[src/mcod_pkg.sv]
// Shared types, constants and codes for the matrix chain order block.
package mcod_pkg;

   localparam int DEF_MAX_MATRICES = 8;
   localparam int DEF_DIM_WIDTH    = 16;

   localparam int REQ_DATA_W   = 16;
   localparam int INDEX_WIDTH  = 4;
   localparam int SPLIT_WIDTH  = 4;
   localparam int STATUS_WIDTH = 2;
   localparam int COST_WIDTH   = 52;
   localparam int RSP_DATA_W   = 2 * INDEX_WIDTH + COST_WIDTH + SPLIT_WIDTH;

   localparam logic [COST_WIDTH-1:0] COST_MAX = {COST_WIDTH{1'b1}};

   localparam logic [STATUS_WIDTH-1:0] STATUS_OK    = 2'd0;
   localparam logic [STATUS_WIDTH-1:0] STATUS_SHORT = 2'd1;
   localparam logic [STATUS_WIDTH-1:0] STATUS_EXTRA = 2'd2;

   typedef enum logic {
      ALU_ADD,
      ALU_MUL
   } alu_op_type;

   typedef struct packed {
      logic       en;
      alu_op_type op;
   } alu_ctrl_type;

   typedef enum logic [3:0] {
      S_IDLE,
      S_START,
      S_ERR,
      S_DIAG,
      S_CELL,
      S_PI,
      S_PJ,
      S_FETCH,
      S_ADD1,
      S_MUL1,
      S_MUL2,
      S_ADD2,
      S_CMP,
      S_EM_RD,
      S_EM_LD
   } state_type;

endpackage

[src/mcod_alu.sv]
// Shared arithmetic unit: saturating cost adder and dimension multiplier.
module mcod_alu #(
   parameter int DIM_WIDTH = mcod_pkg::DEF_DIM_WIDTH
) (
   input  logic                            clock,
   input  mcod_pkg::alu_ctrl_type          ctrl,
   input  logic [mcod_pkg::COST_WIDTH-1:0] oper_a,
   input  logic [mcod_pkg::COST_WIDTH-1:0] oper_b,
   output logic [mcod_pkg::COST_WIDTH-1:0] result
);
   import mcod_pkg::*;

   logic [COST_WIDTH:0]      sum;
   logic [3*DIM_WIDTH-1:0]   product;
   logic [COST_WIDTH-1:0]    result_in;
   logic [COST_WIDTH-1:0]    result_ff;

   // The product of three dimensions never reaches the cost width, so only
   // the adder needs to saturate.
   assign sum     = {1'b0, oper_a} + {1'b0, oper_b};
   assign product = oper_a[2*DIM_WIDTH-1:0] * oper_b[DIM_WIDTH-1:0];

   always_comb begin
      case (ctrl.op)
         ALU_ADD: result_in = sum[COST_WIDTH] ? COST_MAX : sum[COST_WIDTH-1:0];
         ALU_MUL: result_in = COST_WIDTH'(product);
         default: result_in = sum[COST_WIDTH-1:0];
      endcase
   end

   always_ff @(posedge clock) begin
      if (ctrl.en) begin
         result_ff <= result_in;
      end
   end

   assign result = result_ff;

endmodule

[config.mk]
export PLATFORM = sky130hd
export DESIGN_NAME = mcod_alu
export DESIGN_NICKNAME = d
export VERILOG_FILES = /design/src/mcod_pkg.sv /design/src/mcod_alu.sv
export SDC_FILE = /design/constraint.sdc
export NUM_CORES = 1
export LEC_CHECK = 0
export BUFFER_PORTS_ARGS = -buffer_cell sky130_fd_sc_hd__buf_2
export CORE_MARGIN = 2
export CORE_UTILIZATION = 40
export CTS_BUF_LIST = sky130_fd_sc_hd__clkbuf_4
export CTS_CLUSTER_DIAMETER = 200
export DETAILED_ROUTE_END_ITERATION = 10
export GPL_ROUTABILITY_DRIVEN = 0
export HOLD_SLACK_MARGIN = 0.12
export PLACE_DENSITY = 0.56
export SETUP_SLACK_MARGIN = 0.05
export SYNTH_ARGS = -nofsm -noshare
export SYNTH_HDL_FRONTEND = slang
export SYNTH_SLANG_ARGS = --single-unit
[constraint.sdc]
create_clock -name clock -period 16.6 [get_ports clock]
set_input_delay 3.32 -clock clock [delete_from_list [all_inputs] [get_ports clock]]
set_output_delay 3.32 -clock clock [all_outputs]
set_load 0.1 [all_outputs]
# Yosys cells after proc, flatten, opt, wreduce, memory -nomap -nowiden
# Cells that the tools add are included.
dict set report op_classes {
  mux 2
  bitwise_logic 1
  addsub 1
  multipliers 1
}
# op count
set op_table {}
lappend op_table {{52-bit one-hot mux with 2 select lines} 1}
lappend op_table {{52-bit by 52-bit adder with 53-bit output} 1}
lappend op_table {{52-bit two-way mux} 1}
lappend op_table {{32-bit by 16-bit multiplier with 48-bit output} 1}
lappend op_table {{1-bit inverter} 1}
dict set report totals {
  word_cells 6
  out_inout_bits 52
  reg_bits 52
  inputBits 107
}

# Longest topological paths before layout
# Gate-level depths: netlist of the first run.
dict set report depth {
  word_depth 3
  ltp_mapped 25
  mapped_depth_nobuf 24
}

# Worst setup path after synthesis of the first run
# OpenSTA, ideal clock, no wires.
dict set report synth_path {
  path_kind {in2reg}
  from {in oper_b[1] (netlist name)}
  to {reg result_ff[44], in the netlist result[44] (data pin)}
  path_slack_ns 7.373
  stages 23
  required_ns 16.322
  n_path_buf 2
  arrival_time_ns 8.949
  setup_ns 0.278
  path_cell_list {clkbuf_1 > nand2_1 > fa_1 > fa_1 > fa_1 > inv_1 > fa_1 > fa_1 > inv_1 > fa_1 > inv_1 > ha_1 > clkbuf_1 > a21oi_1 > o21a_1 > o22ai_1 > or3_1 > a21o_1 > a31oi_1 > o211ai_1 > o41ai_1 > xor2_1 > a22oi_1}
}
dict set report synth_between {
  elab_chain_cells 3
  elab_cells_between_ends 4
  cone_classes {add/sub: 1; mul: 1; mux: 2}
}
# element line_no
set synth_lines {}
lappend synth_lines {{start, declared} mcod_alu.sv:8} ;# input logic [mcod_pkg::COST_WIDTH-1:0] oper_b,
lappend synth_lines {{parallel branches: the longest is 2 deep, another holds 32-bit by 16-bit multiplier with 48-bit output} --}
lappend synth_lines {{52-bit one-hot mux with 2 select lines (*)} mcod_alu.sv:24} ;# case (ctrl.op)
lappend synth_lines {{net result_in[44]} mcod_alu.sv:15} ;# logic [COST_WIDTH-1:0] result_in;
lappend synth_lines {{end signal, assigned} mcod_alu.sv:33} ;# result_ff <= result_in;
lappend synth_lines {{end, declared} mcod_alu.sv:16} ;# logic [COST_WIDTH-1:0] result_ff;
# Mark *: on every way through the listed nets, which the timed path passes.
# A chain may end at the register's enable or synchronous reset.

# Final worst setup path of the first run
dict set report layout_path {
  from {in oper_b[3] (netlist name)}
  to {reg result_ff[43], in the netlist result[43] (data pin)}
}
# Same word-level chain as after synthesis.

==> results.md, run 1 <==
Outcome:
- The run finished with clean final reports.

STA:
- Setup repair after global routing left no endpoint under its margin.
- The share of the cycle needed by the critical path after routing is a little under two thirds.
- The post-layout minimum cycle time is 10.54 ns.
- The number of max-slew violations in the final report is 0.
- At the pin with the least slew margin, the transition time is between 1 and 1.5 ns.
- The number of endpoints with negative hold slack in the final report is 0.
- The worst hold-check slack is between 3 and 4 ns.
- Headroom to the max-slew limit came out at 25.48%.
- The maximum frequency from static timing analysis is approximately 95 MHz.
- The final worst slack is about 6.1 ns.
- The final count of negative-setup-slack endpoints is 0.
- The total negative slack for setup checks is 0 ns.

Synth:
- The most used flip-flop cell after synthesis is edfxtp_1.
- The flop and latch count out of synthesis is 52.
- After synthesis, the netlist uses 58 different library cells.
- The share of Yosys cell area claimed by the top area cell type is between 30% and 40%.
- In the synthesized netlist, the number of instances is roughly 2400.
- A synthesized cell averages around 8.7 sq um.
- In this run the cell area of the synthesized design comes to ~0.021 sq mm.
- For this run, asynchronously set or reset flops after synthesis account for 0%.
- By area the synthesized netlist is led by fa_1 (40%), ha_1 (10%), inv_1 (8.2%), edfxtp_1 (7.4%), nand2_1 (6.6%).
- After synthesis, flip-flops and latches occupy 7.421% of the total area.
- The number of enable flip-flop cells after synthesis is between 50 and 60.
- The yosys synthesis warning count is 0.
- The post-synthesis cell type with the largest combined area is fa_1.
- The total nets after synthesis is 3129.

Worst setup path:
- At the worst endpoint, the required time is 16.74 ns.
- The combined buffer and inverter count along the critical path is 4.
- The critical path goes through buf_2 > nand2_1 > fa_1 > fa_1 > fa_1 > inv_1 > fa_1 > fa_1 > inv_1 > fa_1 > inv_1 > ha_1 > nand4_1 > nor4_1 > o21ai_0 > a2111oi_0 > o21ai_0 > nor2_1 > a31o_2 > xnor2_1 > a22oi_1.
- The type of destination of the critical path is a flip-flop.
- In this run the worst path has a maximum fanout of 32.
- For this run, the slowest stage of the critical path takes approximately 0.95 ns.
- The gate family responsible for the most delay along the worst path is adder cells.
- The critical path is of the input pin to flip-flop type.
- The data arrival time of the critical path is 10.68 ns.
- The cell with the biggest individual delay on the critical path is a2111oi_0.
- The startpoint type of the worst setup path is an input pin.
- The most numerous cell type found on the critical path is fa_1.

Route:
- In this run, the number of DRC markers left after iteration 0 of detailed routing was 1002.
- Dividing the detail-routed wire length by the instance count gives 20.58 um.
- The number of nets with antenna violations after detailed routing is 0.
- The routed layout has 17091 vias.
- After detailed routing, the number of remaining DRC violations is 0.
- Dividing the detail-routed via count by the number of cells gives ~5.4.
- The number of search-and-repair iterations in the first detailed-routing pass is 5.
- The routed design has 65090 um of wire.

Global route:
- After global routing the overflow that remains totals 0.
- The number of global-route vias before repair is around 19000.
- Entering global routing, the biggest net connects 69 pins.
- The initial antenna violation count is 4.
- The first global-routing pass estimated 104100 um of wire.
- Global routing used 24.88% of the available tracks across all layers.

Floorplanning:
- The area of the core is 0.05224 sq mm.
- The initial standard-cell utilization of the core is roughly two fifths.
- The die outline width is ~230 um.
- The number of placement rows is 84.
- Pin placement for this block handled about 160 I/O pins.
- The die covers 0.05446 sq mm.
- In this run the vertical extent of the chip is approximately 230 um.

Clocking:
- The CTS tree is done.
- After clock tree synthesis, the flow added hold-fix buffers numbering 0.
- The post-CTS repair timing setup buffer count is 0.
- After clock tree synthesis, the repair step resized 0 gates.
- TritonCTS created 5 clock buffers.
- The CTS sink count is 52.
- The cell chosen for the clock root is clkbuf_4.
- The clock tree synthesis step divided the H-tree into 2 levels.
- Clock-pin slew was measured on the worst setup and hold paths at 0.17 ns.
- The clock passes through at most 2 buffers.

Finish:
- 0 antenna diodes ended up in the layout.
- Compared with the post-synthesis result, the final layout area differs by 6.047%.
- The flip-flop count of the largest register, all copies and words added is between 50 and 60.
- The number of non-filler instances in the completed layout is approximately 3200.
- The layout cell share with drive strength beyond 1 is 7.434%.
- The number of filler instances in the final layout is 5254.
- At the end of the flow, the number of nets in the layout was around 3200.

Worst hold path:
- Counting instances, the worst hold path has a depth of 2.
- The worst min-delay path startpoint is ctrl[1].
- The class of the worst hold path is input pin to flip-flop.
- The path with the worst hold slack has its endpoint at result[2].

Placed design:
- The HPWL after detailed placement is roughly 50000 um.
- The worst setup timing slack at the placement stage is a little under 6 ns.
- The number of buffer cells added on primary ports is around 160.
- The post-placement cell count is about 3200.

Run:
- The max-capacitance violation count is 0.
kinds of logic after synthesis:
group | share of synthesized area (%)
AND/OR/NAND/NOR | 16.89
adder cells (fa/ha/maj) | 50.09
buffers and inverters | 10.46
AO/OA/AOI/OAI | 11.31
XOR/XNOR | 3.829
flip-flops | 7.421
per-layer routing:
metal | up-vias | track usage [%] | wire length [um]
li1 | 7649 | - | -
met1 | 8837 | 31.87 | 27000
met2 | 502 | 45.27 | 33460
met3 | 103 | 1.941 | 2814
met4 | 0 | 6.190 | 1816
met5 | - | 0 | 0
metrics by stage:
stage | util [%] | area (sq um)
5_1_grt | 42.72 | 22320
2_1_floorplan | - | 21040
6_report | 42.72 | 22320
3_5_place_dp | 42.60 | 22250
4_1_cts | 42.72 | 22320
3_3_place_gp | 42.60 | 22250
worst max path at each step:
stage | startpoint | to | slack (ns) | cells after the start
after detailed placement | oper_b[6] | result[42] | 5.84 | 23
after global routing | oper_b[7] | result[43] | 5.73 | 25
final | oper_b[3] | result[43] | 6.06 | 21
after CTS | oper_b[6] | result[42] | 6.26 | 23
after global placement | oper_b[6] | result[42] | 5.87 | 23
after floorplan | oper_b[1] | result[44] | 7.37 | 23
Yosys cell counts, types with 8 or more instances:
cell and n:
a211oi_1 10, a21o_1 57, a21oi_1 104, a22oi_1 27
a31oi_1 15, and2_1 208, and3_1 8, clkbuf_1 122
edfxtp_1 52, fa_1 419, ha_1 172, inv_1 457
nand2_1 371, nand2b_1 11, nand3_1 18, nand4_1 26
nor2_1 66, nor2b_1 9, nor3_1 8, o211ai_1 10
o21a_1 17, o21ai_0 61, o21bai_1 14, o31a_1 10
xnor2_1 55, xor2_1 37
final cells by class:
cell class                 instances  area (sq um)  share of cell area [%]
multi-input combinational       1794         17280                   77.44
inverter                         458          1719                   7.704
sequential                        52          1562                   6.997
tap                              688         860.8                   3.858
timing repair buffer             163         828.3                   3.712
clock buffer                       5         37.54                  0.1682
clock inverter                     3         27.53                  0.1234
cell usage in the layout, fill, tap and decap left out, drive strengths merged, types with 8 or more instances in the layout:
cell,n
fa,419
nand2,371
a21oi,104
and3,8
nor2,68
edfxtp,52
a211oi,11
o21a,17
o21bai,14
a31oi,15
o21ai,61
inv,458
a21o,57
xnor2,55
and2,208
o31a,10
o211ai,10
a22oi,27
buf,163
nor2b,9
nand4,26
ha,172
xor2,37
nor3,9
nand2b,11
nand3,18
Power of run 1 is not shown: default switching activity piles up to over one toggle a cycle in this logic, so the estimate is an artifact.
==> inputs of run 2 (changes only) <==
PLACE_DENSITY = 0.58   (was 0.56)
clock period = 9.3 ns   (was 16.6 ns; I/O delays follow)
==> run 2 against run 1 <==
Worst hold slack worse by 1.5 ns; design area up 0.73%; cell count up 0.57%; critical path type unchanged; highest routed layer unchanged.
==> results.md, run 2 (same netlist as run 1, synthesis figures left out) <==
Global route:
- The total global routing overflow came to 0 (unchanged).
- The initial antenna violation count is 0 (-4).
- The global-route total usage across every layer came to 24.06% (-0.82 points).
- The number of global-route vias before repair was 18433 (-0.65%).
- The wire length of the first global-routing pass came to 101000 um (-2.9%).
- The pin count of the biggest net entering global routing is 69 (unchanged).

Worst hold path:
- The class of the worst hold path is input pin to flip-flop.
- The worst min-delay path startpoint is oper_b[51].

Floorplanning:
- The die outline width is 233.4 um (unchanged).
- The number of placement rows came to 84 (unchanged).
- The I/O pin count came to 159 (unchanged).
- The initial standard-cell utilization of the core is 40.28% (unchanged).
- The area enclosed by the die boundary was 0.05446 sq mm (unchanged).
- The die boundary height is 233.4 um (unchanged).
- The area of the core is 0.05224 sq mm (unchanged).

Finish:
- The layout cell share with drive strength beyond 1 came to 8.029% (+0.59 points).
- The number of filler instances in the final layout is 5244 (-0.19%).
- In the layout the commonest cells are inv_1 (457), fa_1 (419), nand2_1 (371).
- The net total in the final layout is 3188 (+0.50%).
- The area of the multi-input gates is 0.01728 sq mm (unchanged).
- The combined flip-flop and latch cell area came to 0.001562 sq mm (unchanged).
- The flip-flop count of the largest register, all copies and words added was 52 (unchanged).
- The library cell used most frequently in the layout, excluding fill and tap cells, is inv_1.
- The layout-stage area growth over the synthesis result is 6.820%.

Route:
- The average vias per placed instance is 5.392 (-0.22%).
- The DRC violations left is 0 (unchanged).
- The number of search-and-repair iterations in the first detailed-routing pass came to 6 (+1).
- The via total after detailed routing is 17151 (+0.35%).
- The count of routing violations after the opening detailed-route iteration is 1230 (+23%).
- The total wire length is 63340 um (-2.7%).
- The average wire per cell in the routed design was 19.91 um (-3.2%).
- The number of nets with antenna violations after detailed routing is 0 (unchanged).

Worst setup path:
- The type of the worst setup path is input pin to flip-flop.
- The type of destination of the critical path is a flip-flop.
- The largest fanout on the critical path is 32 (unchanged).
- The critical path data required time is 9.43 ns (-7.31 ns).
- The startpoint type of the worst setup path is an input pin.
- The data arrival time of the critical path is 8.77 ns (-1.91 ns).
- The start point of the critical path is oper_b[11].

STA:
- The normalized max-slew margin was 20.65% (-4.8 points).
- The final worst slack is 0.6607 ns (-5.402 ns).
- In the finished design, the share of the clock period the worst path needs comes to 92.90%.
- The total negative slack for setup checks is 0 ns (unchanged).
- The post-layout minimum cycle time is 8.639 ns.
- The worst-margin pin slew was 1.190 ns (+0.07360 ns).
- The number of max-slew violations in the final report is 0 (unchanged).
- The number of endpoints with negative hold slack in the final report is 0 (unchanged).
- Setup repair after global routing left no endpoint under its margin.
- The final count of negative-setup-slack endpoints is 0 (unchanged).
- For this run, the top clock speed supported by timing is around 120 MHz.

Clocking:
- TritonCTS built the clock tree.
- The post-CTS repair timing setup buffer count is 0 (unchanged).
- The number of hold-repair buffers added at the cts stage is 0 (unchanged).
- The number of cells upsized or downsized after cts is 0 (unchanged).
- The tree is rooted in a clkbuf_4.
- The number of buffers created by CTS is 5 (unchanged).
- The maximum buffer depth of the clock tree is 2 (unchanged).
- The number of H-tree levels was 2 (unchanged).
- The clock transition at the register clock pins on the worst setup and hold paths after CTS was 0.16 ns (about the same).
- The CTS sink count is 52 (unchanged).

Outcome:
- The run finished with clean final reports.

Placed design:
- The placed wire-length estimate is 50320 um (+0.58%).
- The number of buffer cells added on primary ports was 158 (unchanged).
- The worst setup timing slack at the placement stage is 0.4159 ns (-5.426 ns).

Run:
- The max-capacitance violation count is 0 (unchanged).
run 2: cell types whose count changed in the layout (fill, tap and decap cells not counted):
cell	change
buf_12	+3
diode_2	+2
buf_4	+13
run 2: cell type report:
class                   instances  area share (%)
flip-flops and latches         52           6.947
diodes                          2         0.02227
clock buffers                   5          0.1670
well taps                     688           3.830
clock inverters                 3          0.1225
repair buffers                179           4.386
inverters                     458           7.648
multi-input cells            1794           76.88
run 2: per-stage QoR:
step / cells / hold WS (ns) / util (%) / cell area (sq um)
2_1_floorplan: 2431 / 1.973 / - / 21040
3_3_place_gp: 3171 / 2.487 / 42.90 / 22410
3_5_place_dp: 3171 / 2.482 / 42.90 / 22410
4_1_cts: 3179 / 2.096 / 43.02 / 22470
5_1_grt: 3179 / 2.139 / 43.02 / 22470
6_report: 3181 / 2.101 / 43.03 / 22480
run 2: path summary, 6_finish.rpt:
kind    endpoint  slack, ns  cells after the start
max   result[47]       0.66                     23
min   result[51]       2.10                      4
run 2: metal layers:
| layer | GRT usage (%) | up-vias | share of wire (%) |
|---|---|---|---|
| li1 | - | 7700 | - |
| met1 | 31.35 | 8689 | 41 |
| met2 | 41.75 | 634 | 49 |
| met3 | 2.954 | 128 | 6.2 |
| met4 | 7.265 | 0 | 3.3 |
| met5 | 0 | - | 0 |
run 2: critical path: stages:
cell and delay (ns):
buf_2 0.70, ha_1 0.38, inv_1 0.07, fa_1 0.48
inv_1 0.05, fa_1 0.61, fa_1 0.45, fa_1 0.46
fa_1 0.49, inv_1 0.05, fa_1 0.47, inv_1 0.05
ha_1 0.43, nand4_1 0.18, nor4_1 0.28, o21ai_0 0.30
a2111oi_0 0.56, buf_4 0.20, o21ai_0 0.12, nand3_1 0.15
a31oi_1 0.11, xnor2_1 0.18, a22oi_1 0.11
Power of run 2 is left out for the same reason.
==> inputs of run 3 (changes only) <==
CORE_UTILIZATION = 45   (was 40)
PLACE_DENSITY = 0.62   (was 0.58)
clock period = 8.25 ns   (was 9.3 ns; I/O delays follow)
==> run 3 against run 2 <==
Cell count decreased by 0.13%; flip-flop and latch count stayed put; core utilization grew 6.6 points; first-iteration DRC count decreased by 11%; setup slack lost 0.39 ns; design area rose by 2.3%; highest routed layer unchanged.
==> results.md, run 3 (same netlist as run 1, synthesis figures left out) <==
Outcome:
- The run finished with clean final reports.

Finish:
- The flip-flop count of the largest register, all copies and words added is 52 (unchanged).
- In the layout the commonest cells are inv_1 (457), fa_1 (419), nand2_1 (371).
- The area of the multi-input gates was 0.01728 sq mm (about the same).
- The combined flip-flop and latch cell area is 0.001562 sq mm (unchanged).
- The net total in the final layout is 3266 (+2.4%).
- The layout-stage area growth over the synthesis result is 9.294%.
- The most common cell after layout, fill and taps aside is inv_1.
- The number of filler instances in the final layout was 4421 (-16%).
- The layout cell share with drive strength beyond 1 came to 10.82% (+2.8 points).
- The total non-filler cell area in the finished layout is 0.02300 sq mm (+2.3%).

STA:
- The normalized max-slew margin is 19.42% (-1.2 points).
- The number of endpoints with negative hold slack in the final report was 0 (unchanged).
- The final count of negative-setup-slack endpoints is 0 (unchanged).
- Of the available clock period, the critical path in the final layout requires between 90% and 100%.
- Setup repair after global routing left no endpoint under its margin.
- The maximum frequency from static timing analysis is between 100 and 150 MHz.
- The worst-margin pin slew is 1.209 ns (+0.01844 ns).
- The routed design could run at a clock period as short as ~8 ns.
- The number of max-slew violations in the final report is 0 (unchanged).

Placed design:
- The placed wire-length estimate is 50630 um (+0.62%).
- The number of buffer cells added on primary ports is 158 (unchanged).
- The post-place instance area was 0.02293 sq mm (+2.3%).

Run:
- The max-capacitance violation count was 0 (unchanged).

Global route:
- The global-route total usage across every layer is 25.91% (+1.8 points).
- The wire length of the first global-routing pass is 98470 um (-2.5%).
- The initial antenna violation count is 2 (+2).
- The total global routing overflow is 0 (unchanged).
- The number of global-route vias before repair was 18788 (+1.9%).
- The pin count of the biggest net entering global routing is 69 (unchanged).

Clocking:
- The cell chosen for the clock root is clkbuf_4.
- The clock transition at the register clock pins on the worst setup and hold paths after CTS came to 0.15 ns (about the same).
- The post-CTS repair timing setup buffer count is 0 (unchanged).
- The number of buffers created by CTS came to 5 (unchanged).
- The maximum buffer depth of the clock tree is 2 (unchanged).
- The number of cells upsized or downsized after cts is 0 (unchanged).
- TritonCTS built the clock tree.
- The number of hold-repair buffers added at the cts stage is 0 (unchanged).
- The CTS sink count came to 52 (unchanged).
- The number of H-tree levels came to 2 (unchanged).

Route:
- The total wire length is 59480 um (-6.1%).
- The DRC violations left is 0 (unchanged).
- The via total after detailed routing came to 17323 (+1.0%).
- The number of search-and-repair iterations in the first detailed-routing pass was 5 (-1).
- The count of routing violations after the opening detailed-route iteration came to 1100 (-11%).
- The average wire per cell in the routed design is 18.72 um (-6.0%).
- The average vias per placed instance is 5.453 (+1.1%).
- The number of nets with antenna violations after detailed routing was 0 (unchanged).

Floorplanning:
- The area of the core is 0.04636 sq mm (-11%).
- The area enclosed by the die boundary is 0.04851 sq mm (-11%).
- The initial standard-cell utilization of the core is 45.39% (+5.1 points).
- The I/O pin count is 159 (unchanged).
- The die boundary height is 220.2 um (-5.6%).
- The number of placement rows was 79 (-6.0%).
- The die outline width is 220.2 um (-5.6%).

Worst setup path:
- The type of the worst setup path is input pin to flip-flop.
- STA classifies the critical path endpoint as a flip-flop.
- The largest fanout on the critical path is 22 (-31%).
- The critical path data required time is 8.37 ns (-1.06 ns).
- The startpoint type of the worst setup path is an input pin.
- The data arrival time of the critical path is 8.10 ns (-0.67 ns).

Worst hold path:
- The worst hold path belongs to the class input pin to flip-flop.
==> run 3: cell count changes in the layout (fill, tap and decap cells not counted), moves of 2 or more <==
cell	change
buf_2	-2
clkbuf_4	+2
buf_4	+75
buf_12	+3
==> run 3: through the flow <==
| step | instances | setup WS [ns] | hold slack (ns) | util [%] | setup TNS [ns] |
|---|---|---|---|---|---|
| 2_1_floorplan | 2431 | 0.6928 | 1.763 | - | 0 |
| 3_3_place_gp | 3168 | 0.005301 | 2.271 | 49.46 | 0 |
| 3_5_place_dp | 3168 | -0.02463 | 2.267 | 49.46 | -0.02463 |
| 4_1_cts | 3176 | 0.3619 | 1.854 | 49.59 | 0 |
| 5_1_grt | 3177 | 0.06119 | 1.876 | 49.61 | 0 |
| 6_report | 3177 | 0.2727 | 1.869 | 49.61 | 0 |
==> run 3: worst paths after layout <==
kind | endpoint | slack [ns] | cells after the start | start
max | result[44] | 0.27 | 23 | oper_b[6]
min | result[51] | 1.87 | 4 | oper_b[51]
==> run 3: layout make-up <==
type / instances / area share [%]
Inverter: 458 / 7.475
Antenna cell: 1 / 0.01088
Sequential cell: 52 / 6.790
Multi-Input combinational cell: 1794 / 75.14
Tap cell: 607 / 3.302
Clock buffer: 5 / 0.1632
Clock inverter: 3 / 0.09793
Timing Repair Buffer: 257 / 7.018
==> run 3: metal layers <==
layer  wire length (um)  vias up  global-route usage [%]
met1              23750     8839                   32.15
met5                  0        -                       0
met2              30370      506                   46.50
met3               2679      124                   2.405
li1                   -     7854                       -
met4               2680        0                   10.20
==> run 3: worst max-delay path, cell delays in order <==
cell and delay, ns:
buf_2 0.37, ha_1 0.32, fa_1 0.43, inv_1 0.08, fa_1 0.43, fa_1 0.51, inv_1 0.05, fa_1 0.52
fa_1 0.50, inv_1 0.05, fa_1 0.47, inv_1 0.04, ha_1 0.30, o21a_1 0.21, a2111oi_0 0.38, or3_1 0.16
o21ai_0 0.20, a21o_1 0.26, a31oi_1 0.31, o211ai_1 0.18, o41ai_1 0.38, xor2_1 0.19, a22oi_1 0.10
Power of run 3 is left out for the same reason.
